$ cat src/pfr_pkg.sv
// Package for the pixel format to RGB888 converter.
// Holds the pixel format codes, the RGB result type and the channel decode functions.
// No dependencies.
package pfr_pkg;

    typedef enum logic [2:0] {
        FMT_RGBA8   = 3'd0,
        FMT_BGRA8   = 3'd1,
        FMT_R8      = 3'd2,
        FMT_RGBA_HF = 3'd3,
        FMT_R_FLOAT = 3'd4,
        FMT_R_HALF  = 3'd5
    } t_pixel_format;

    typedef struct packed {
        logic [7:0] red;
        logic [7:0] green;
        logic [7:0] blue;
    } t_rgb;

    localparam logic [4:0] HALF_EXP_ONE   = 5'd15;
    localparam logic [4:0] HALF_EXP_SHIFT = 5'd25;
    localparam logic [7:0] FLT_EXP_ONE    = 8'd127;
    localparam logic [7:0] FLT_EXP_MIN    = 8'd118;
    localparam logic [7:0] FLT_EXP_SHIFT  = 8'd150;

    // clamp to [0,1], times 255, truncate
    function automatic logic [7:0] half_to_byte(input logic [15:0] h);
        logic [4:0]  e;
        logic [10:0] sig;
        logic [18:0] prod;
        logic [4:0]  sh;
        logic [18:0] q;
        e    = h[14:10];
        sig  = {1'b1, h[9:0]};
        prod = {sig, 8'b0} - {8'b0, sig};
        sh   = HALF_EXP_SHIFT - e;
        q    = prod >> sh;
        if (e == 5'd0 || h[15]) begin
            half_to_byte = 8'd0;
        end else if (e >= HALF_EXP_ONE) begin
            half_to_byte = 8'hFF;
        end else begin
            half_to_byte = q[7:0];
        end
    endfunction

    // product rounded to 24 significant bits (ties to even), then truncated
    function automatic logic [7:0] float_to_byte(input logic [31:0] f);
        logic [7:0]  e;
        logic [22:0] frac;
        logic [23:0] mant;
        logic [31:0] prod;
        logic [23:0] q;
        logic        rnd;
        logic [24:0] qr;
        logic [32:0] prodr;
        logic [7:0]  sc;
        logic [32:0] res;
        e    = f[30:23];
        frac = f[22:0];
        mant = {1'b1, frac};
        prod = {mant, 8'b0} - {8'b0, mant};
        if (prod[31]) begin
            q   = prod[31:8];
            rnd = prod[7] && ((prod[6:0] != 7'd0) || q[0]);
        end else begin
            q   = prod[30:7];
            rnd = prod[6] && ((prod[5:0] != 6'd0) || q[0]);
        end
        qr = {1'b0, q} + {24'd0, rnd};
        if (prod[31]) begin
            prodr = {qr, 8'b0};
        end else begin
            prodr = {1'b0, qr, 7'b0};
        end
        sc  = FLT_EXP_SHIFT - e;
        res = prodr >> sc;
        if (e == 8'hFF) begin
            float_to_byte = ((frac != 23'd0) || f[31]) ? 8'd0 : 8'hFF;
        end else if (f[31] || e < FLT_EXP_MIN) begin
            float_to_byte = 8'd0;
        end else if (e >= FLT_EXP_ONE) begin
            float_to_byte = 8'hFF;
        end else if (res > 33'd255) begin
            float_to_byte = 8'hFF;
        end else begin
            float_to_byte = res[7:0];
        end
    endfunction

endpackage

$ cat src/pfr_decode.sv
// Pixel word decoder: picks and converts the three channels for the configured format.
// Depends on pfr_pkg.
module pfr_decode (
    input  pfr_pkg::t_pixel_format i_fmt,
    input  logic [63:0]            i_word,
    output pfr_pkg::t_rgb          o_rgb
);
    import pfr_pkg::*;

    logic [7:0] w_flt;
    logic [7:0] w_h0;
    logic [7:0] w_h1;
    logic [7:0] w_h2;

    assign w_flt = float_to_byte(i_word[31:0]);
    assign w_h0  = half_to_byte(i_word[15:0]);
    assign w_h1  = half_to_byte(i_word[31:16]);
    assign w_h2  = half_to_byte(i_word[47:32]);

    always_comb begin
        case (i_fmt)
            FMT_BGRA8: begin
                o_rgb = '{red: i_word[23:16], green: i_word[15:8], blue: i_word[7:0]};
            end
            FMT_R8: begin
                o_rgb = '{red: i_word[7:0], green: i_word[7:0], blue: i_word[7:0]};
            end
            FMT_RGBA_HF: begin
                o_rgb = '{red: w_h0, green: w_h1, blue: w_h2};
            end
            FMT_R_FLOAT: begin
                o_rgb = '{red: w_flt, green: w_flt, blue: w_flt};
            end
            FMT_R_HALF: begin
                o_rgb = '{red: w_h0, green: w_h0, blue: w_h0};
            end
            default: begin
                o_rgb = '{red: i_word[7:0], green: i_word[15:8], blue: i_word[23:16]};
            end
        endcase
    end

endmodule

$ cat src/pixel_format_to_rgb8_unit.sv
// Pixel format to RGB888 converter, top level.
// Depends on pfr_pkg and pfr_decode.
//
// Input channel: i_valid / o_stall carry one 64-bit raw pixel word per
// transfer (byte 0 in bits 7:0). Output channel: o_valid / i_stall carry
// 8-bit red, green, blue. A word moves when valid is high and stall is low.
// i_cfg_we / i_cfg_data write the pixel format (0 rgba8, 1 bgra8, 2 r8,
// 3 rgba half, 4 r float, 5 r half, 6-7 as rgba8); change it only while idle.
// The data path is input register, decode, result register.
// Throughput is one word per cycle while the receiver does not stall; the decode is single pass.
// When the receiver stalls, the result register holds and the input
// register fills; o_stall rises only once both are full.
// Reset (synchronous, active low) empties both stages and sets format 0.
module pixel_format_to_rgb8_unit (
    input  logic        i_clk,
    input  logic        i_rst_n,
    input  logic        i_cfg_we,
    input  logic [2:0]  i_cfg_data,
    input  logic        i_valid,
    input  logic [63:0] i_pixel_word,
    output logic        o_stall,
    output logic        o_valid,
    output logic [7:0]  o_red,
    output logic [7:0]  o_green,
    output logic [7:0]  o_blue,
    input  logic        i_stall
);
    import pfr_pkg::*;

    t_pixel_format r_fmt;
    logic          r_s1_valid;
    logic          n_s1_valid;
    logic [63:0]   r_word;
    logic          r_out_valid;
    logic          n_out_valid;
    t_rgb          r_rgb;
    t_rgb          w_rgb;
    logic          w_in_take;
    logic          w_s1_adv;

    assign w_s1_adv  = r_s1_valid && (!r_out_valid || !i_stall);
    assign o_stall   = r_s1_valid && r_out_valid && i_stall;
    assign w_in_take = i_valid && !o_stall;

    always_comb begin
        if (w_in_take) begin
            n_s1_valid = 1'b1;
        end else if (w_s1_adv) begin
            n_s1_valid = 1'b0;
        end else begin
            n_s1_valid = r_s1_valid;
        end
        if (w_s1_adv) begin
            n_out_valid = 1'b1;
        end else if (!i_stall) begin
            n_out_valid = 1'b0;
        end else begin
            n_out_valid = r_out_valid;
        end
    end

    pfr_decode u_decode (
        .i_fmt  (r_fmt),
        .i_word (r_word),
        .o_rgb  (w_rgb)
    );

    always_ff @(posedge i_clk) begin
        if (!i_rst_n) begin
            r_fmt       <= FMT_RGBA8;
            r_s1_valid  <= 1'b0;
            r_out_valid <= 1'b0;
        end else begin
            if (i_cfg_we) begin
                r_fmt <= t_pixel_format'(i_cfg_data);
            end
            r_s1_valid  <= n_s1_valid;
            r_out_valid <= n_out_valid;
        end
        if (w_in_take) begin
            r_word <= i_pixel_word;
        end
        if (w_s1_adv) begin
            r_rgb <= w_rgb;
        end
    end

    assign o_valid = r_out_valid;
    assign o_red   = r_rgb.red;
    assign o_green = r_rgb.green;
    assign o_blue  = r_rgb.blue;

    a_stall_needs_full: assert property (@(posedge i_clk) disable iff (!i_rst_n)
        o_stall |-> (r_s1_valid && r_out_valid))
        else $error("stall raised with a free stage");

    a_take_fills: assert property (@(posedge i_clk) disable iff (!i_rst_n)
        (i_valid && !o_stall) |=> r_s1_valid)
        else $error("accepted word not held in input stage");

    a_adv_shows: assert property (@(posedge i_clk) disable iff (!i_rst_n)
        w_s1_adv |=> o_valid)
        else $error("advanced word not presented");

    a_mono_equal: assert property (@(posedge i_clk) disable iff (!i_rst_n)
        (o_valid && (r_fmt == FMT_R8 || r_fmt == FMT_R_FLOAT || r_fmt == FMT_R_HALF))
        |-> (o_red == o_green && o_green == o_blue))
        else $error("single channel format gave unequal channels");

endmodule
$ cat config.mk
export PLATFORM = sky130hd
export DESIGN_NAME = pixel_format_to_rgb8_unit
export DESIGN_NICKNAME = d
export VERILOG_FILES = /design/src/pfr_pkg.sv /design/src/pfr_decode.sv /design/src/pixel_format_to_rgb8_unit.sv
export SDC_FILE = /design/constraint.sdc
export NUM_CORES = 1
export LEC_CHECK = 0
export ABC_CLOCK_PERIOD_IN_PS = 10300
export BUFFER_PORTS_ARGS = -buffer_cell sky130_fd_sc_hd__buf_4
export CAP_MARGIN = 0
export CORE_UTILIZATION = 56
export DETAILED_ROUTE_END_ITERATION = 16
export PLACE_DENSITY = 0.76
export SLEW_MARGIN = 10
export SYNTH_ARGS = -nofsm -noshare
export SYNTH_HDL_FRONTEND = slang
export SYNTH_SLANG_ARGS = --single-unit
export TNS_END_PERCENT = 20
$ cat constraint.sdc
create_clock -name i_clk -period 10.3 [get_ports i_clk]
set_clock_uncertainty 0.05 [all_clocks]
set_input_delay 2.06 -clock i_clk [delete_from_list [all_inputs] [get_ports i_clk]]
set_output_delay 2.06 -clock i_clk [all_outputs]
set_load 0.05 [all_outputs]
==> impl_metrics.yaml, run 1 <==
setup_path:
  reg2reg_to: "o_green[1]"
  r2r_cells: 24
  r2r-start: "r_word[10]"
  cp-endpoint: "o_green[1]"
  worstPathArrival_ns: 8.22
  cp_max_fo: 36
  worstPathRequired_ns: 10.34
  worstSetupStartpoint: "r_word[10]"
  r2r_slack_ns: 2.11
  worstSetupPathType: "reg -> reg"
  endpoint_kind: "flop"
  cp-start-kind: "flop"
clock_tree:
  cts_resized: 0
  h-tree-depth: 3
  cts_buffers: 9
  clockBufferDepth: 2
  cts-root-buf: "clkbuf_16"
  cts_post_setup_buffers_inserted: 0
  cts_tree: "built"
  cts.clk_slew.worst_paths_ns: 0.07
  ctsHoldBuffers: 0
  clkLatencyLatePin_ns: 0.36
  cts_sinks: 77
floorplan:
  start_util_pct: 58.0
  die-width_um: 145
  die_area_um2: 21100
  num_rows: 51
  dieHeight_um: 145
  coreArea_um2: 19800
  io_pins: 98
power:
  p_leak_uw: 0.00459
  ir_drop_v: 0.000134
  p_per_area_nw_per_um2: 112
  p_seq_share_pct: 29.1
  intPower_uw: 771
  p_sw_uw: 619
  pwr-share-clk_pct: 22.2
  switching_share_pct: 44.5
  power_frac_comb_pct: 48.7
synth:
  synth_warnings: 0
  avgSynthCellArea_um2: 7.07
  ys.flop_type: "edfxtp_1"
  synth.distinct_cells: 98
  syn_nets: 1727
  ys_ff_latch: 77
  syn_inst: 1621
  synth_area_um2: 11500
  synth_edf_count: 72
  ys_seq_area_share_pct: 19.7
  ys_async_sr_fraction_pct: 0
routing:
  drt-initial-drc-count: 1308
  postRouteAntennaNets: 0
  wire_per_inst_um: 21.2
  viasPerCell: 6.90
  drt-pass1-iter-count: 5
  vias: 13000
  drc: 0
  wl_um: 40000
grt:
  grt_max_degree: 55
  antenna_found_initial: 0
  grt_pass1_vias: 11700
  grt_pass1_wl_um: 62900
  grt_use_total_pct: 37.2
  grt.overflow.total: 0
sta:
  fin_setup_tns_ns: 0
  setup_viol: 0
  fin_crit_sh_pct: 79.5
  slew_headroom_pct: 19.4
  slew_viol_final: 0
  rsz0062_at_grt: "no"
  layout_min_cycle_time_ns: 8.19
  fin_hold_ws_ns: 0.491
  finalHoldViolations: 0
  fmax_mhz: 122
  tightest_slew_ns: 1.21
  setup_ws_ns: 2.11
worst_hold_path:
  holdCritPathClass: "reg -> reg"
cells_and_area:
  final_util_pct: 62.8
  drive_above_1_share_pct: 10.8
  nets: 1718
  n_fill_cell: 1918
  area_delta_synth_final_pct: 8.34
  final_cell_mix: "nand2_1, a21oi_1, nor2_1, o21ai_0, buf_4"
  multi_input_area_um2: 8600
  layoutNonFillerInstCount: 1882
  diodes: 0
  seqCellArea_um2: 2260
  layout_commonest_cell: "nand2_1"
place:
  dp_cells: 1866
  routabilityCongestion: 0.998
  post-place-ws_ns: 2.39
  portBuffers: 81
  hpwlAfterDp_um: 30000
job:
  drv_cap: 0
run_status:
  run_status: "finished, final reports clean"
## cell usage after synthesis, types with 18 or more instances
| master | number | share of area [%] |
|---|---|---|
| ha_1 | 34 | 3.7 |
| nor2b_1 | 18 | 0.98 |
| mux2i_1 | 31 | 2.7 |
| nand2_1 | 185 | 6.1 |
| xor2_1 | 28 | 2.1 |
| o211ai_1 | 32 | 2.1 |
| nand2b_1 | 18 | 0.98 |
| a31oi_1 | 32 | 1.7 |
| clkbuf_1 | 110 | 3.6 |
| and3_1 | 23 | 1.3 |
| nor3_1 | 45 | 2.0 |
| a211oi_1 | 30 | 2.0 |
| o31ai_1 | 18 | 1.2 |
| xnor2_1 | 51 | 3.9 |
| nor2_1 | 157 | 5.1 |
| a21o_1 | 18 | 1.2 |
| nand3_1 | 51 | 2.2 |
| edfxtp_1 | 72 | 19 |
| inv_1 | 40 | 1.3 |
| o21ai_0 | 136 | 5.9 |
| nand4_1 | 27 | 1.5 |
| a21oi_1 | 172 | 7.5 |
## flip-flops by register name, summed over array words and instances, names as in the netlist
register	count
r_word	48
o_blue	8
o_green	8
o_red	8
r_fmt	3
o_valid	1
r_s1_valid	1
## layer usage
layer  routed length, um  vias up  share of wire [%]  GRT usage [%]
met4                1670        0                4.2           16.9
li1                    -     6121                  -              -
met1               16400     6046                 41           47.4
met2               18400      692                 46           61.3
met5                   0        -                  0              0
met3                3490      124                8.7           6.38
## critical path: stages (launching register included)
cell and delay, ns:
edfxtp_1 0.32, buf_4 0.35, inv_1 0.31, ha_1 0.57
nand3_1 0.15, or4_4 0.47, a31oi_1 0.35, a211o_1 0.16
buf_4 0.31, o21ai_0 0.16, a22oi_1 0.24, ha_1 0.26
ha_1 0.32, nand4_1 0.14, or4_1 0.51, a21oi_2 0.23
mux2i_1 0.12, o31ai_1 0.69, a31oi_1 0.18, a211oi_1 0.49
nand3_1 0.15, o2bb2ai_1 0.20, nor4_4 0.45, a31oi_1 0.29
or3_1 0.45
## per-stage QoR
step | power (uW) | instance area [um^2]
2_1_floorplan | 883 | 11500
3_3_place_gp | 1060 | 12100
3_5_place_dp | 1060 | 12100
4_1_cts | 1370 | 12400
5_1_grt | 1460 | 12400
6_report | 1390 | 12400
## power groups by stage
stage                     logic, uW  clock network [uW]  registers, uW
after floorplan                 476                   0            406
after global placement          647                   0            409
after detailed placement        652                   0            409
after CTS                       657                 313            402
after global routing            732                 324            406
final                           677                 308            404
## cell type report
class / instances / share of cell area, %
clock buffer: 9 / 1.81
timing repair buffer: 105 / 6.35
sequential: 77 / 18.2
clock inverter: 7 / 0.463
multi-input combinational: 1376 / 69.2
tap: 265 / 2.67
inverter: 43 / 1.30
## how the worst min path moves through the flow
stage / cells past startpoint / end / slack, ns / start
CTS: 2 / o_valid / 0.50 / r_s1_valid
detailed placement: 2 / o_valid / 0.49 / r_s1_valid
finish: 2 / o_valid / 0.49 / r_s1_valid
floorplan: 2 / o_valid / 0.42 / r_s1_valid
global route: 2 / o_valid / 0.57 / r_s1_valid
global placement: 2 / o_valid / 0.43 / r_s1_valid
## cells by family (layout without fill, tap and decap cells)
group | after synthesis | after routing | synth area share, %
muxes | 42 | 42 | 4.08
xor gates and xnor gates | 80 | 80 | 6.18
AOI/OAI and AO/OA | 598 | 598 | 33.8
DFF | 77 | 77 | 19.7
buffers and inverters | 168 | 164 | 5.64
and+or+nand+nor | 622 | 622 | 26.9
adders and majority gates | 34 | 34 | 3.71
No activity file was read; power rests on OpenSTA's default activity.
==> run 2: changes to the inputs <==
ABC_AREA = 1   (was unset)
ABC_CLOCK_PERIOD_IN_PS = 8200   (was 10300)
PLACE_DENSITY = 0.75   (was 0.76)
clock period = 8.2 ns   (was 10.3 ns; I/O delays follow)
==> impl_metrics.yaml, run 2 <==
sta:
  slew_headroom_pct: 29.8
  slew_viol_final: 0
  tightest_slew_ns: 1.05
  layout_min_cycle_time_ns: 6.52
  rsz0062_at_grt: "no"
  fin_hold_ws_ns: 0.444
  setup_viol: 0
  fin_crit_sh_pct: 79.6
  fin_setup_tns_ns: 0
  finalHoldViolations: 0
  fmax_mhz: 153
place:
  routabilityCongestion: 1.04
  hpwlAfterDp_um: 32200
  place_area_um2: 12700
  portBuffers: 81
synth:
  ys_seq_area_share_pct: 18.9
  avgSynthCellArea_um2: 5.68
  synth_edf_count: 72
  ys_ff_latch: 77
  ys.flop_type: "edfxtp_1"
  synth.distinct_cells: 52
  ys_async_sr_fraction_pct: 0
  syn_inst: 2107
  synth_warnings: 0
  yosysTopAreaCellShare_pct: 22.0
  synth_area_um2: 12000
  synth_common_cells: "nand2_1, nand3_1, inv_1, nor2_1, o21ai_0"
  yosysMostFrequentCell: "nand2_1"
  yosys.area.top_type: "nand2_1"
  syn_nets: 2213
  synthTopCellsByArea: "nand2_1, edfxtp_1, nand3_1"
power:
  ir_drop_v: 0.000140
  power_uw: 1810
  p_leak_uw: 0.00638
  p_per_area_nw_per_um2: 139
floorplan:
  num_rows: 53
  dieHeight_um: 148
  coreArea_um2: 21000
  start_util_pct: 57.1
  die_area_um2: 21900
  io_pins: 98
  die-width_um: 148
cells_and_area:
  largest_reg_flops: 48
  final_util_pct: 61.9
  diodes: 0
  seqCellArea_um2: 2260
  area_delta_synth_final_pct: 8.50
  nets: 2244
  multi_input_area_um2: 8420
  final_cell_mix: "nand2_1, nand3_1, inv_1, nor2_1, o21ai_0"
  n_fill_cell: 2119
  final_cell_area_um2: 13000
  layout_commonest_cell: "nand2_1"
  largest-register: "r_word"
  drive_above_1_share_pct: 9.80
routing:
  wl_um: 40400
  drc: 0
  drt-pass1-iter-count: 7
  drt-initial-drc-count: 1725
  vias: 14200
  wire_per_inst_um: 16.7
  viasPerCell: 5.89
  postRouteAntennaNets: 0
clock_tree:
  clockBufferDepth: 2
  h-tree-depth: 3
  cts.clk_slew.worst_paths_ns: 0.07
  cts_tree: "built"
  cts_buffers: 9
  cts_resized: 0
  ctsHoldBuffers: 0
  clkLatencyLatePin_ns: 0.35
  cts_sinks: 77
  cts_post_setup_buffers_inserted: 0
  cts-root-buf: "clkbuf_16"
setup_path:
  path_buf_inv: 4
  cp_max_fo: 38
  worstSetupPathType: "reg -> reg"
  reg2reg_to: "o_red[2]"
  cp_top_family: "simple AND/OR/NAND/NOR gates"
  worstSetupStartpoint: "r_word[15]"
  r2r_cells: 37
  r2r_slack_ns: 1.68
  cp-endpoint: "o_red[2]"
  cp_slowest_cell: "edfxtp_1"
  endpoint_kind: "flop"
  r2r-start: "r_word[15]"
  worstPathRequired_ns: 8.24
  cp-start-kind: "flop"
  worstPathArrival_ns: 6.57
  cp_num_cells: 37
  slowest_delay_ns: 0.71
  crit_top_cell: "nand2_1"
grt:
  grt_use_total_pct: 36.7
  grt_pass1_vias: 12200
  grt_max_degree: 49
  grt_pass1_wl_um: 63200
  grt.overflow.total: 0
  antenna_found_initial: 1
run_status:
  run_status: "finished, final reports clean"
job:
  drv_cap: 0
worst_hold_path:
  holdCritPathClass: "reg -> reg"
-- run 2: worst reg2reg max path: cells and delay by family (launching register included) --
kind	cells	cell delay (ns)
buffers and inverters	4	0.39
flip-flops	1	0.71
adder cells (fa/ha/maj)	3	1.06
AO/OA/AOI/OAI	2	0.49
AND/OR/NAND/NOR	28	3.57
-- run 2: stage by stage --
step	instances	setup slack [ns]
final	2418	1.68
after global routing	2418	1.13
after CTS	2418	1.86
after detailed placement	2402	1.90
after global placement	2402	1.97
after floorplan	2107	3.17
-- run 2: routing by layer --
metal	up-vias	GRT usage [%]	wire length [um]
met5	-	0	13
met4	2	9.79	914
met3	66	6.29	4530
met2	784	53.5	16600
met1	6363	55.0	18300
li1	7027	-	-
-- run 2: kinds of logic after synthesis --
logic type	synth area share, %
muxes	0.753
DFF	18.9
AOI/OAI and AO/OA	13.8
buffers and inverters	10.7
xor gates and xnor gates	2.78
adders and majority gates	3.56
and+or+nand+nor	49.4
-- run 2: worst min path at each step --
stage | cells past startpoint | to | slack, ns | from
finish | 2 | r_fmt[2] | 0.44 | r_fmt[2]
global route | 2 | r_fmt[2] | 0.48 | r_fmt[2]
CTS | 2 | r_fmt[2] | 0.44 | r_fmt[2]
detailed placement | 2 | r_fmt[2] | 0.44 | r_fmt[2]
global placement | 2 | r_fmt[1] | 0.43 | r_fmt[1]
floorplan | 2 | o_valid | 0.40 | r_s1_valid
-- run 2: cell type report --
type                    instances  area share, %
well taps                     275           2.65
repair buffers                 91           5.27
clock buffers                   9           1.74
multi-input cells            1706           64.9
flip-flops and latches         77           17.4
inverters                     253           7.35
clock inverters                 7          0.685
-- run 2: power by group --
part	switching [uW]	internal [uW]	leakage, uW
sequential	35.2	464	0.000737
combinational	614	266	0.00549
clock	184	244	0.000152
